**src/hw/rtl/tws_pkg.sv**
```systemverilog
// Shared types and constants for the three-wire serial master.
`timescale 1ns / 1ps

package tws_pkg;

  localparam int BITS_PER_BYTE = 8;
  localparam int PHASES_PER_BYTE = 2 * BITS_PER_BYTE;
  localparam int PHASE_CNT_W = $clog2(PHASES_PER_BYTE);
  localparam int BIT_IDX_W = $clog2(BITS_PER_BYTE);

  localparam int QUEUE_DEPTH_DEFAULT = 2;

  localparam int S_TDATA_W = 16;
  localparam int S_TUSER_W = 2;
  localparam int M_TDATA_W = 16;

  typedef enum logic [1:0] {
    ACT_START = 2'd0,
    ACT_SEND  = 2'd1,
    ACT_RECV  = 2'd2,
    ACT_STOP  = 2'd3
  } action_t;

  // One queued operation: what to do and the byte it works on.
  typedef struct packed {
    action_t                    kind;
    logic [BITS_PER_BYTE-1:0]   data;
  } cmd_t;

  // One pin phase as it leaves the block.
  typedef struct packed {
    logic                       last;
    logic [BITS_PER_BYTE-1:0]   rx_byte;
    logic                       data_drive;
    logic                       data_out;
    logic                       serial_clock;
    logic                       chip_select;
  } phase_t;

  typedef enum logic [2:0] {
    ST_IDLE,
    ST_PRE_CLK,
    ST_PRE_CS,
    ST_BITS,
    ST_STOP_CLK,
    ST_STOP_CS
  } seq_state_t;

endpackage

```
**src/hw/rtl/three_wire_serial_master_unit.sv**
```systemverilog
// Top level of the three-wire serial master.
`timescale 1ns / 1ps

// Three-wire serial master, LSB first. Each input item is one operation
// (s_tuser: 0 start and send command, 1 send byte, 2 receive byte, 3 stop) and
// produces one output item per pin phase, with tlast on the final phase of the
// operation. The back sequencer emits one phase per clock while the output is
// not stalled; a start gives 18 phases, a send or a receive 16, a stop 2. Queued
// operations follow one another with no idle cycle, and the front keeps
// accepting items while up to QUEUE_DEPTH operations wait behind the one in
// progress. Pin levels persist between items; a receive releases the data line
// and returns the byte on the last phase.
module three_wire_serial_master_unit #(
  parameter int QUEUE_DEPTH = tws_pkg::QUEUE_DEPTH_DEFAULT
) (
  input  logic                          clk,
  input  logic                          rst,
  input  logic                          s_tvalid,
  output logic                          s_tready,
  // [7:0] tx_byte, [15:8] rx_bits
  input  logic [tws_pkg::S_TDATA_W-1:0] s_tdata,
  // [1:0] action
  input  logic [tws_pkg::S_TUSER_W-1:0] s_tuser,
  output logic                          m_tvalid,
  input  logic                          m_tready,
  // [0] chip_select, [1] serial_clock, [2] data_out, [3] data_drive,
  // [11:4] rx_byte, [15:12] zero
  output logic [tws_pkg::M_TDATA_W-1:0] m_tdata,
  output logic                          m_tlast
);
  import tws_pkg::*;

  cmd_t cmd;
  logic cmd_valid;
  logic cmd_pop;

  tws_front #(
    .QUEUE_DEPTH (QUEUE_DEPTH)
  ) u_front (
    .clk       (clk),
    .rst       (rst),
    .s_tvalid  (s_tvalid),
    .s_tready  (s_tready),
    .s_tdata   (s_tdata),
    .s_tuser   (s_tuser),
    .cmd_valid (cmd_valid),
    .cmd_pop   (cmd_pop),
    .cmd       (cmd)
  );

  tws_back u_back (
    .clk       (clk),
    .rst       (rst),
    .cmd_valid (cmd_valid),
    .cmd_pop   (cmd_pop),
    .cmd       (cmd),
    .m_tvalid  (m_tvalid),
    .m_tready  (m_tready),
    .m_tdata   (m_tdata),
    .m_tlast   (m_tlast)
  );

endmodule

```
**src/hw/rtl/tws_queue.sv**
```systemverilog
// Small register queue between the front and the back.
`timescale 1ns / 1ps

module tws_queue #(
  parameter int WIDTH = 10,
  parameter int DEPTH = 2
) (
  input  logic             clk,
  input  logic             rst,
  input  logic             in_valid,
  output logic             in_ready,
  input  logic [WIDTH-1:0] in_data,
  output logic             out_valid,
  input  logic             out_pop,
  output logic [WIDTH-1:0] out_data
);

  localparam int AW = (DEPTH > 1) ? $clog2(DEPTH) : 1;
  localparam int CW = $clog2(DEPTH + 1);

  logic [WIDTH-1:0] slots [DEPTH];
  logic [AW-1:0]    wr_ptr;
  logic [AW-1:0]    rd_ptr;
  logic [CW-1:0]    count;
  logic             push;
  logic             pop;

  assign in_ready  = (count != CW'(DEPTH));
  assign out_valid = (count != '0);
  assign out_data  = slots[rd_ptr];
  assign push      = in_valid && in_ready;
  assign pop       = out_pop && out_valid;

  always_ff @(posedge clk) begin
    if (push) begin
      slots[wr_ptr] <= in_data;
    end
  end

  always_ff @(posedge clk) begin
    if (rst) begin
      wr_ptr <= '0;
      rd_ptr <= '0;
      count  <= '0;
    end else begin
      if (push) begin
        wr_ptr <= (wr_ptr == AW'(DEPTH - 1)) ? '0 : wr_ptr + AW'(1);
      end
      if (pop) begin
        rd_ptr <= (rd_ptr == AW'(DEPTH - 1)) ? '0 : rd_ptr + AW'(1);
      end
      if (push && !pop) begin
        count <= count + CW'(1);
      end else if (pop && !push) begin
        count <= count - CW'(1);
      end
    end
  end

endmodule

```
**src/hw/rtl/tws_front.sv**
```systemverilog
// Front end: accepts input items, decodes them into operations and queues them.
`timescale 1ns / 1ps

module tws_front #(
  parameter int QUEUE_DEPTH = tws_pkg::QUEUE_DEPTH_DEFAULT
) (
  input  logic                       clk,
  input  logic                       rst,
  input  logic                       s_tvalid,
  output logic                       s_tready,
  input  logic [tws_pkg::S_TDATA_W-1:0] s_tdata,
  input  logic [tws_pkg::S_TUSER_W-1:0] s_tuser,
  output logic                       cmd_valid,
  input  logic                       cmd_pop,
  output tws_pkg::cmd_t              cmd
);
  import tws_pkg::*;

  cmd_t                     cmd_in;
  logic [BITS_PER_BYTE-1:0] tx_byte;
  logic [BITS_PER_BYTE-1:0] rx_bits;
  logic [$bits(cmd_t)-1:0]  head;

  assign tx_byte = s_tdata[BITS_PER_BYTE-1:0];
  assign rx_bits = s_tdata[2*BITS_PER_BYTE-1:BITS_PER_BYTE];

  // A receive carries the sampled line levels, a stop zero; a start or a send the byte to send.
  always_comb begin
    cmd_in.kind = action_t'(s_tuser);
    unique case (action_t'(s_tuser))
      ACT_RECV: cmd_in.data = rx_bits;
      ACT_STOP: cmd_in.data = '0;
      default:  cmd_in.data = tx_byte;
    endcase
  end

  tws_queue #(
    .WIDTH ($bits(cmd_t)),
    .DEPTH (QUEUE_DEPTH)
  ) u_queue (
    .clk       (clk),
    .rst       (rst),
    .in_valid  (s_tvalid),
    .in_ready  (s_tready),
    .in_data   (cmd_in),
    .out_valid (cmd_valid),
    .out_pop   (cmd_pop),
    .out_data  (head)
  );

  assign cmd = cmd_t'(head);

endmodule

```
**src/hw/rtl/tws_back.sv**
```systemverilog
// Back end: pin-phase sequencer with the pin state and the output register.
`timescale 1ns / 1ps

module tws_back (
  input  logic                          clk,
  input  logic                          rst,
  input  logic                          cmd_valid,
  output logic                          cmd_pop,
  input  tws_pkg::cmd_t                 cmd,
  output logic                          m_tvalid,
  input  logic                          m_tready,
  output logic [tws_pkg::M_TDATA_W-1:0] m_tdata,
  output logic                          m_tlast
);
  import tws_pkg::*;

  localparam logic [PHASE_CNT_W-1:0] LAST_PHASE = PHASE_CNT_W'(PHASES_PER_BYTE - 1);

  seq_state_t               state;
  seq_state_t               state_next;
  logic [PHASE_CNT_W-1:0]   cnt;
  action_t                  cur_kind;
  logic [BITS_PER_BYTE-1:0] cur_byte;

  logic cs_lvl;
  logic clk_lvl;
  logic data_lvl;
  logic drv;
  logic cs_next;
  logic clk_next;
  logic data_lvl_next;
  logic drv_next;

  phase_t phase;
  phase_t out_reg;

  logic                 advance;
  logic                 last_phase;
  logic [BIT_IDX_W-1:0] bit_idx;

  function automatic seq_state_t first_state(action_t kind);
    unique case (kind)
      ACT_START: return ST_PRE_CLK;
      ACT_STOP:  return ST_STOP_CLK;
      default:   return ST_BITS;
    endcase
  endfunction

  assign advance    = (state != ST_IDLE) && (!m_tvalid || m_tready);
  assign last_phase = (state == ST_STOP_CS) || ((state == ST_BITS) && (cnt == LAST_PHASE));
  // The next operation is taken as the current one emits its final phase.
  assign cmd_pop    = cmd_valid && ((state == ST_IDLE) || (advance && last_phase));
  assign bit_idx    = cnt[PHASE_CNT_W-1:1];

  always_comb begin
    state_next = state;
    unique case (state)
      ST_IDLE: begin
        if (cmd_pop) state_next = first_state(cmd.kind);
      end
      ST_PRE_CLK: begin
        if (advance) state_next = ST_PRE_CS;
      end
      ST_PRE_CS: begin
        if (advance) state_next = ST_BITS;
      end
      ST_BITS: begin
        if (advance && last_phase) state_next = cmd_pop ? first_state(cmd.kind) : ST_IDLE;
      end
      ST_STOP_CLK: begin
        if (advance) state_next = ST_STOP_CS;
      end
      ST_STOP_CS: begin
        if (advance) state_next = cmd_pop ? first_state(cmd.kind) : ST_IDLE;
      end
      default: state_next = ST_IDLE;
    endcase
  end

  always_comb begin
    cs_next       = cs_lvl;
    clk_next      = clk_lvl;
    data_lvl_next = data_lvl;
    drv_next      = drv;
    unique case (state)
      ST_PRE_CLK, ST_STOP_CLK: clk_next = 1'b1;
      ST_PRE_CS:  cs_next = 1'b1;
      ST_STOP_CS: cs_next = 1'b0;
      ST_BITS: begin
        clk_next = ~cnt[0];
        if (cur_kind == ACT_RECV) begin
          drv_next = 1'b0;
        end else begin
          drv_next      = 1'b1;
          data_lvl_next = cur_byte[bit_idx];
        end
      end
      default: ;
    endcase
    phase.chip_select  = cs_next;
    phase.serial_clock = clk_next;
    phase.data_out     = drv_next & data_lvl_next;
    phase.data_drive   = drv_next;
    phase.rx_byte      = (last_phase && (state == ST_BITS) && (cur_kind == ACT_RECV))
                         ? cur_byte : '0;
    phase.last         = last_phase;
  end

  always_ff @(posedge clk) begin
    if (rst) begin
      state    <= ST_IDLE;
      cnt      <= '0;
      cs_lvl   <= 1'b0;
      clk_lvl  <= 1'b0;
      data_lvl <= 1'b0;
      drv      <= 1'b0;
      m_tvalid <= 1'b0;
    end else begin
      state <= state_next;
      if (cmd_pop) begin
        cnt <= '0;
      end else if (advance && (state == ST_BITS)) begin
        cnt <= cnt + PHASE_CNT_W'(1);
      end
      if (advance) begin
        cs_lvl   <= cs_next;
        clk_lvl  <= clk_next;
        data_lvl <= data_lvl_next;
        drv      <= drv_next;
        m_tvalid <= 1'b1;
      end else if (m_tready) begin
        m_tvalid <= 1'b0;
      end
    end
  end

  always_ff @(posedge clk) begin
    if (cmd_pop) begin
      cur_kind <= cmd.kind;
      cur_byte <= cmd.data;
    end
    if (advance) begin
      out_reg <= phase;
    end
  end

  assign m_tdata = M_TDATA_W'({out_reg.rx_byte, out_reg.data_drive, out_reg.data_out,
                               out_reg.serial_clock, out_reg.chip_select});
  assign m_tlast = out_reg.last;

  a_cs_up: assert property (@(posedge clk) disable iff (rst)
    (advance && (state == ST_PRE_CS)) |=> cs_lvl)
    else $error("chip select not raised after start");

  a_cs_down: assert property (@(posedge clk) disable iff (rst)
    (advance && (state == ST_STOP_CS)) |=> !cs_lvl)
    else $error("chip select not dropped after stop");

  a_clk_toggle: assert property (@(posedge clk) disable iff (rst)
    (advance && (state == ST_BITS) && (cnt != '0)) |=> (clk_lvl != $past(clk_lvl)))
    else $error("serial clock did not toggle within a byte");

  a_rx_on_last: assert property (@(posedge clk) disable iff (rst)
    (m_tvalid && (out_reg.rx_byte != '0)) |-> out_reg.last)
    else $error("received byte shown before the final phase");

  a_release_quiet: assert property (@(posedge clk) disable iff (rst)
    (advance && (state == ST_BITS) && (cur_kind == ACT_RECV)) |=>
      (!drv && !out_reg.data_out))
    else $error("data line driven during receive");

endmodule
```
**config.mk**
```make
export PLATFORM = sky130hd
export DESIGN_NAME = three_wire_serial_master_unit
export DESIGN_NICKNAME = d
export VERILOG_FILES = /design/src/hw/rtl/tws_pkg.sv /design/src/hw/rtl/three_wire_serial_master_unit.sv /design/src/hw/rtl/tws_queue.sv /design/src/hw/rtl/tws_front.sv /design/src/hw/rtl/tws_back.sv
export SDC_FILE = /design/constraint.sdc
export NUM_CORES = 1
export LEC_CHECK = 0
export BUFFER_PORTS_ARGS = -buffer_cell sky130_fd_sc_hd__buf_2
export CAP_MARGIN = 20
export CORE_ASPECT_RATIO = 1.1
export CORE_MARGIN = 2
export CORE_UTILIZATION = 55
export DETAILED_ROUTE_END_ITERATION = 8
export PLACE_DENSITY = 0.81
export SLEW_MARGIN = 0
export SYNTH_ARGS = -nofsm -noshare
export SYNTH_HDL_FRONTEND = slang
export SYNTH_HIERARCHICAL = 1
export SYNTH_SLANG_ARGS = --single-unit
```
**constraint.sdc**
```tcl
create_clock -name clk -period 2.64 [get_ports clk]
set_input_delay 0.396 -clock clk [delete_from_list [all_inputs] [get_ports clk]]
set_output_delay 0.396 -clock clk [all_outputs]
set_load 0.01 [all_outputs]
```
==> metrics.sh, run 1 <==
RUN_STATUS='finished, final reports clean'
CTS_TREE='built'
TOTAL_POWER_W=0.00343
SYNTH-COMPOUND-AREA-SHARE_PCT=11.1
ROUTE.VIAS.TOTAL=1705
TIMING.FINAL.SETUP_VIOLATIONS=0
WORSTSKEWPAIRLATENCY_PS=330
YOSYS_WARNINGS=6
CTS_ROOT_BUF='sky130_fd_sc_hd__clkbuf_8'
NETS=275
CP_DATA_ARRIVAL_TIME_PS=2460
POSTLAYOUTCOREUTIL_PCT=66.9
YOSYS.AREA.TOP_TYPE='sky130_fd_sc_hd__edfxtp_1'
GLOBALROUTEMET3UTIL_PCT=3.90
NETLIST_AREA_SQ_UM=2720
REPORT.FINAL.SLEW_VIOL_COUNT=0
DRCVIOLATIONCOUNT=0
PATH_CLASS='reg -> reg'
WORST_SETUP_PATH_STARTPOINT='u_back/state[2]'
START_UTIL_PCT=57.7
SYNTH-SEQ-CELLS=60
ROUTABILITYCONGESTION=0.875
FIRST_GLOBAL_VIAS=1636
POWER.STATIC_LEAKAGE_nW=1.21
SYNTH_MOST_COMMON_CELL='sky130_fd_sc_hd__edfxtp_1'
SYNTH_TOP_FAMILY_BY_AREA='simple AND/OR/NAND/NOR gates'
ANTENNA_VIOLATING_NETS_POST_ROUTE=0
CTS-BUFFERS-INSERTED=9
ASYNC_FLOP_SHARE_PCT=0
CTSLONGESTPATHBUFFERS=2
MIN_TCLK_POST_ROUTE_PS=2210
POSTCTSSETUPREPAIRBUFS=0
FINAL_SKEW_PS=5.75
STARTPOINT_TYPE='flip-flop'
DIE_AREA_SQ_UM=5530
CTS.HOLD.BUFFERS_ADDED=0
SETUP_REPAIR_AFTER_GLOBAL_ROUTING_MISSED_ITS_MARGIN='no'
SYNTH.LIB_CELLS_USED.DISTINCT=51
HEIGHT_OF_THE_DIE_UM=77.8
N_FILL_CELL=320
SYNTHESIS.AREA_PER_INSTANCE_SQ_UM=13.2
DP_HPWL_UM=3010
REGTOREGSTARTPOINT='u_back/state[2]'
GRT-OVFL-TOTAL=0
FMAXACHIEVABLE_MHz=453
SEQUENTIAL_SHARE_OF_THE_SYNTHESIZED_AREA_PCT=60.0
SYNTH-XOR-AREA-SHARE_PCT=1.93
MAX_CAP_VIOLATIONS=0
DIE_W_UM=71.1
FINAL-HOLD-VIOLATION-COUNT=0
FINALWIRELENGTH_UM=4260
FINAL_LAYOUT_SIZE_SUFFIX_GT1_SHARE_PCT=31.9
GRT_ANTENNA_BEFORE_REPAIR=0
POWER_PER_CELL_AREA_nW_PER_UM2=1090
MULTIINPUTGATEAREA_SQ_UM=991
WORST_HOLD_PATH_TYPE='in -> reg'
GRT.BUSIEST_LAYER='met2'
YS_FLOP_TYPE='sky130_fd_sc_hd__edfxtp_1'
SYNTH.AREA.TOP_CELLS='sky130_fd_sc_hd__edfxtp_1 47%, sky130_fd_sc_hd__dfxtp_1 13%, sky130_fd_sc_hd__mux2_2 4.6%'
GR-USAGE-MET1_PCT=20.0
CORE_REGION_AREA_SQ_UM=4720
SYNTHESIS.INSTANCES=206
DRT_PRE_ANTENNA_ITERS=4
GRTUSAGETOTAL_PCT=17.0
NETLIST.AREA_LEADER.SHARE_PCT=47.4
CRITPATHCAPTURETYPE='flip-flop'
SYNTH_ENABLE_FLOP_CELLS=43
GRT_PASS1_WL_UM=7210
POST_SYNTH_MUX_AREA_SHARE_PCT=7.22
SEQUENTIAL_CELL_AREA_SQ_UM=1630
FINAL.HOLD.WORST_SLACK_PS=290
HOLDCRITSTARTPOINT='s_tuser[1]'
YS_TOP_CELLS_BY_COUNT='43 x sky130_fd_sc_hd__edfxtp_1, 17 x sky130_fd_sc_hd__dfxtp_1, 12 x sky130_fd_sc_hd__nor2_1, 11 x sky130_fd_sc_hd__a21oi_1, 11 x sky130_fd_sc_hd__mux2_2'
CTS-HTREE-LEVELS=3
BOUNDARYPINS=41
TOTALNEGATIVESETUPSLACK_PS=0
WORSTPATHREQUIRED_PS=2900
CLK_PIN_SLEW_WORST_PATHS_PS=70
IR_DROP_mV=0.821
GRT_MAX_DEGREE=18
ROUTED_VIA_DENSITY=5.50
POST_CTS_RESIZED=0
ROW_COUNT=26
GRT_USE_MET2_PCT=27.8
CTS.SINKS=60
PORT_BUFFER_COUNT=36
POST_DRT_WL_PER_CELL_UM=13.7
SYNTH-SIMPLE-AREA-SHARE_PCT=13.7
YOSYS.AREA_SHARE.ADDER_PCT=1.84
DRT_ITER0_DRC=124
TIMING.FINAL.CRIT_SHARE_PCT=83.5
PATH_MAX_FANOUT=13
FLOW.AREA_GROWTH_FROM_SYNTHESIS_PCT=16.0
ANTENNA_CELLS_INSERTED=0
cell usage in the layout (no fill, tap or decap), types with 3 or more instances in the layout:
| master | instances |
|---|---|
| sky130_fd_sc_hd__edfxtp_1 | 43 |
| sky130_fd_sc_hd__buf_2 | 36 |
| sky130_fd_sc_hd__dfxtp_1 | 17 |
| sky130_fd_sc_hd__nor2_1 | 12 |
| sky130_fd_sc_hd__a21oi_1 | 11 |
| sky130_fd_sc_hd__mux2_2 | 11 |
| sky130_fd_sc_hd__o21ai_0 | 10 |
| sky130_fd_sc_hd__and2_1 | 10 |
| sky130_fd_sc_hd__clkbuf_8 | 9 |
| sky130_fd_sc_hd__a22o_1 | 8 |
| sky130_fd_sc_hd__nor3_1 | 7 |
| sky130_fd_sc_hd__buf_4 | 5 |
| sky130_fd_sc_hd__inv_1 | 4 |
| sky130_fd_sc_hd__nand3_1 | 4 |
| sky130_fd_sc_hd__ha_1 | 4 |
| sky130_fd_sc_hd__conb_1 | 4 |
| sky130_fd_sc_hd__nand2b_1 | 3 |
| sky130_fd_sc_hd__nand2_1 | 3 |
| sky130_fd_sc_hd__xnor2_1 | 3 |
| sky130_fd_sc_hd__xor2_1 | 3 |
path summary, 6_finish.rpt:
path	endpoint	slack (ps)	cells after the start
worst max register to register	u_front/u_queue/count[1]	430	6
worst max-delay path	u_front/u_queue/count[1]	430	6
worst min-delay path	u_front/u_queue/slots[1][9]	290	1
worst min register to register	u_back/clk_lvl	490	2
worst max-delay path, cell delays in order (launching register included):
cell	delay [ps]
sky130_fd_sc_hd__dfxtp_1	430
sky130_fd_sc_hd__nor3_2	460
sky130_fd_sc_hd__o221a_2	290
sky130_fd_sc_hd__o21ai_0	130
sky130_fd_sc_hd__ha_1	340
sky130_fd_sc_hd__or3_1	350
sky130_fd_sc_hd__a21oi_1	140
report_power, final:
| part | switching [W] | internal, W |
|---|---|---|
| clock | 0.000370 | 0.000537 |
| combinational | 0.000583 | 0.000431 |
| sequential | 0.000146 | 0.00136 |
through the flow:
stage,instances,instance area [sq um],worst slack [ps]
4_1_cts,310,3160,433
5_1_grt,310,3160,333
6_report,310,3160,434
3_5_place_dp,294,2930,460
2_1_floorplan,209,2730,410
3_3_place_gp,294,2930,548
logic make-up (layout without fill, tap and decap cells):
group,after synthesis,in the layout
DFF,60,60
other,1,4
and+or+nand+nor,59,59
AOI/OAI and AO/OA,43,43
buffers and inverters,18,63
adders and majority gates,4,4
xor gates and xnor gates,6,6
muxes,15,15
layout make-up:
class	count	share of cell area, %
Sequential cell	60	51.7
Timing Repair Buffer	41	6.90
Tap cell	56	2.22
Clock buffer	9	3.93
Multi-Input combinational cell	131	31.4
Clock inverter	7	3.13
Inverter	6	0.714
flip-flops by register name (all words and copies together) (netlist names), named ones only:
name,cells
u_back/cs_lvl,1
u_back/cnt,4
u_front/u_queue/count,2
u_back/clk_lvl,1
u_front/u_queue/wr_ptr,1
u_back/cur_kind,2
u_back/m_tvalid,1
u_back/cur_byte,8
u_front/u_queue/slots,20
u_front/u_queue/rd_ptr,1
u_back/state,3
u_back/data_lvl,1
u_back/drv,1
u_back/m_tlast,1
u_back/m_tdata,12
routing by layer:
layer,share of wire (%),vias up
met4,1.8,0
li1,-,858
met1,43,785
met2,51,54
met3,4.3,8
met5,0,-
Power figures use the tool's default switching activity.
==> run 2: changes to the inputs <==
--- a/config.mk
+++ b/config.mk
@@ -9,9 +9,9 @@
 export CAP_MARGIN = 20
 export CORE_ASPECT_RATIO = 1.1
 export CORE_MARGIN = 2
-export CORE_UTILIZATION = 55
+export CORE_UTILIZATION = 51
 export DETAILED_ROUTE_END_ITERATION = 8
-export PLACE_DENSITY = 0.81
+export PLACE_DENSITY = 0.8
 export SLEW_MARGIN = 0
 export SYNTH_ARGS = -nofsm -noshare
 export SYNTH_HDL_FRONTEND = slang
==> constraint.sdc (replaced) <==
create_clock -name clk -period 1.8 [get_ports clk]
set_input_delay 0.27 -clock clk [delete_from_list [all_inputs] [get_ports clk]]
set_output_delay 0.27 -clock clk [all_outputs]
set_load 0.01 [all_outputs]
==> run 2 against run 1 <==
Against the previous run: the flow now finishes with violations (setup timing); maximum frequency rose by 14%; critical path depth increased by 3; clock skew is 0.77 ps higher; core utilization is 0.26 points higher; critical endpoint unchanged; largest power group unchanged.
==> metrics.sh, run 2 (synthesis results as in run 1) <==
STARTPOINT_TYPE='flip-flop'
HEIGHT_OF_THE_DIE_UM=80.6
TIMING.FINAL.SETUP_VIOLATIONS=1
MAX_CAP_VIOLATIONS=0
MIN_TCLK_POST_ROUTE_PS=1940
REPORT.FINAL.SLEW_VIOL_COUNT=0
CRIT_PATH_FREQUENT_CELL='sky130_fd_sc_hd__ha_4'
SWSHARE_PCT=31.8
ANTENNA_VIOLATING_NETS_POST_ROUTE=0
POWER.STATIC_LEAKAGE_nW=1.33
MAX_SLEW.WORST_PIN.SLEW_PS=503
PATH_CLASS='reg -> reg'
FINAL.HOLD.WORST_SLACK_PS=164
SLEW-LIMIT-HEADROOM_PCT=65.6
DIE_AREA_SQ_UM=5940
FINAL-HOLD-VIOLATION-COUNT=0
MAX_FLOP_REGISTER='u_front/u_queue/slots'
SETUP_REPAIR_AFTER_GLOBAL_ROUTING_MISSED_ITS_MARGIN='yes'
CTS-HTREE-LEVELS=3
HOLDCRITSTARTPOINT='rst'
PORT_BUFFER_COUNT=36
BOUNDARYPINS=41
CRITICAL_PATH.REG2REG.ENDPOINT='u_front/u_queue/count[1]'
FLOW.AREA_GROWTH_FROM_SYNTHESIS_PCT=25.1
GRT_ANTENNA_BEFORE_REPAIR=0
GRT-OVFL-TOTAL=0
GRT_MAX_DEGREE=16
DIE_W_UM=73.7
CORE_REGION_AREA_SQ_UM=5070
WORST_PATH_LARGEST_CELL_DELAY_PS=370
CRITPATHCAPTURETYPE='flip-flop'
ROUTED_VIA_DENSITY=5.46
INTERNAL_POWER_W=0.00363
SETUP.REG_TO_REG.WORST_SLACK_PS=-140
FINAL_LAYOUT_SIZE_SUFFIX_GT1_SHARE_PCT=40.6
MIN_DELAY_PATH_DEPTH=2
ROW_COUNT=27
RR_WORST_DEPTH=9
POST-PLACE-WS_PS=-123
ROUTE.VIAS.TOTAL=1834
WORSTPATHREQUIRED_PS=2060
POWER_PER_CELL_AREA_nW_PER_UM2=1570
WORSTSKEWPAIRLATENCY_PS=330
TIMING.FINAL.CRIT_SHARE_PCT=108
DRT_ITER0_DRC=153
IR_DROP_mV=0.861
CPMAXSTAGEDELAYCELL='sky130_fd_sc_hd__or3_4'
HOLD_END='u_back/state[2]'
FINALWIRELENGTH_UM=4880
CP_CELL_SEQUENCE='ha_4, nand4_1, nor2_2, o221a_4, o21ai_4, ha_4, xor2_2, or3_4, a21oi_2'
NETS=299
CTS_ROOT_BUF='sky130_fd_sc_hd__clkbuf_8'
FIRST_GLOBAL_VIAS=1722
MOST_FREQUENT_STANDARD_CELL_IN_THE_LAYOUT_EXCLUDING_FILL_AND_TAP_CELLS='sky130_fd_sc_hd__edfxtp_1'
WORST_HOLD_PATH_TYPE='in -> reg'
ROUTABILITYCONGESTION=0.869
CTS.SINKS=60
SETUP_SLACK_PS=-140
CP_DATA_ARRIVAL_TIME_PS=2200
POWER.SHARE.SEQUENTIAL_PCT=40.2
ANTENNA_CELLS_INSERTED=0
VIOLATED_CHECKS='setup timing'
N_FILL_CELL=367
COMBPWRFRAC_PCT=35.5
REGTOREGSTARTPOINT='u_back/cnt[1]'
DP_HPWL_UM=3430
CTS_TREE='built'
DRT_PRE_ANTENNA_ITERS=4
GRT_PASS1_WL_UM=7980
DRCVIOLATIONCOUNT=0
FMAXACHIEVABLE_MHz=515
POWER.NET_SWITCHING_W=0.00169
RUN_STATUS='finished, violations left'
LARGEST_REGISTER_FF_COUNT=20
CLK_PIN_SLEW_WORST_PATHS_PS=70
FINAL_SKEW_PS=6.51
MOST-COMMON-LAYOUT-CELLS='43 x sky130_fd_sc_hd__edfxtp_1, 36 x sky130_fd_sc_hd__buf_2, 29 x sky130_fd_sc_hd__buf_4'
CTS.HOLD.BUFFERS_ADDED=0
START_UTIL_PCT=53.7
PATH_MAX_FANOUT=2
GRTUSAGETOTAL_PCT=18.1
P_CLK_SHARE_PCT=24.3
POST_DRT_WL_PER_CELL_UM=14.5
CTSLONGESTPATHBUFFERS=2
CTS-BUFFERS-INSERTED=9
==> run 2: cell count changes in the layout (fill, tap and decap cells not counted), sizes merged <==
cell      before  now
clkinvlp       1    2
buf           41   65
inv            8    6
clkinv         2    3
==> run 2: worst max-delay path: cells and delay by family, from the launching register on <==
kind | cells | cell delay [ps]
flops | 1 | 360
simple gates | 3 | 680
fa+ha+maj | 2 | 290
xor+xnor | 1 | 140
compound gates | 3 | 420
==> run 2: worst max-delay path by stage <==
stage / to / slack (ps) / start
2_1_floorplan: u_front/u_queue/count[1] / -180 / u_back/cnt[1]
3_5_place_dp: u_front/u_queue/count[1] / -120 / u_back/cnt[0]
3_3_place_gp: u_front/u_queue/count[1] / -70 / u_back/cnt[0]
4_1_cts: u_front/u_queue/count[1] / -50 / u_back/cnt[1]
6_report: u_front/u_queue/count[1] / -140 / u_back/cnt[1]
5_1_grt: u_front/u_queue/count[1] / -220 / u_back/cnt[1]
==> run 2: area by class of cell <==
class / instances / area (sq um) / share of cell area, %
Sequential cell: 60 / 1640 / 48.2
Multi-Input combinational cell: 131 / 1050 / 31.0
Timing Repair Buffer: 65 / 398 / 11.7
Clock buffer: 9 / 124 / 3.64
Clock inverter: 7 / 91.3 / 2.68
Tap cell: 58 / 72.6 / 2.13
Inverter: 6 / 22.5 / 0.662
==> run 2: repair_timing <==
item,in CTS,in global routing
pin swaps,5,6
endpoints found under the setup margin,1,2
setup buffers,1,3
gates resized for setup,3,4
==> run 2: stage by stage <==
step | util (%) | area (sq um) | TNS (ps) | cells | total power [W]
after floorplan | - | 2770 | -178 | 209 | 0.00334
after global placement | 61.6 | 3120 | -70.4 | 316 | 0.00393
after detailed placement | 61.6 | 3120 | -123 | 316 | 0.00398
after CTS | 66.2 | 3360 | -47.3 | 333 | 0.00530
after global routing | 67.2 | 3400 | -238 | 336 | 0.00565
final | 67.2 | 3400 | -140 | 336 | 0.00533
==> run 2: power by group through the flow <==
stage	Clock, W	Sequential [W]	Combinational (W)
2_1_floorplan	0	0.00222	0.00112
3_3_place_gp	0	0.00215	0.00178
6_report	0.00129	0.00214	0.00189
4_1_cts	0.00132	0.00214	0.00184
3_5_place_dp	0	0.00217	0.00181
5_1_grt	0.00139	0.00219	0.00207
==> run 2: layer usage <==
metal / wire length, um / GRT usage, % / vias to the layer above
li1: - / - / 906
met4: 78 / 8.73 / 0
met2: 2530 / 30.4 / 53
met3: 200 / 4.27 / 7
met1: 2070 / 21.5 / 868
met5: 0 / 0 / -
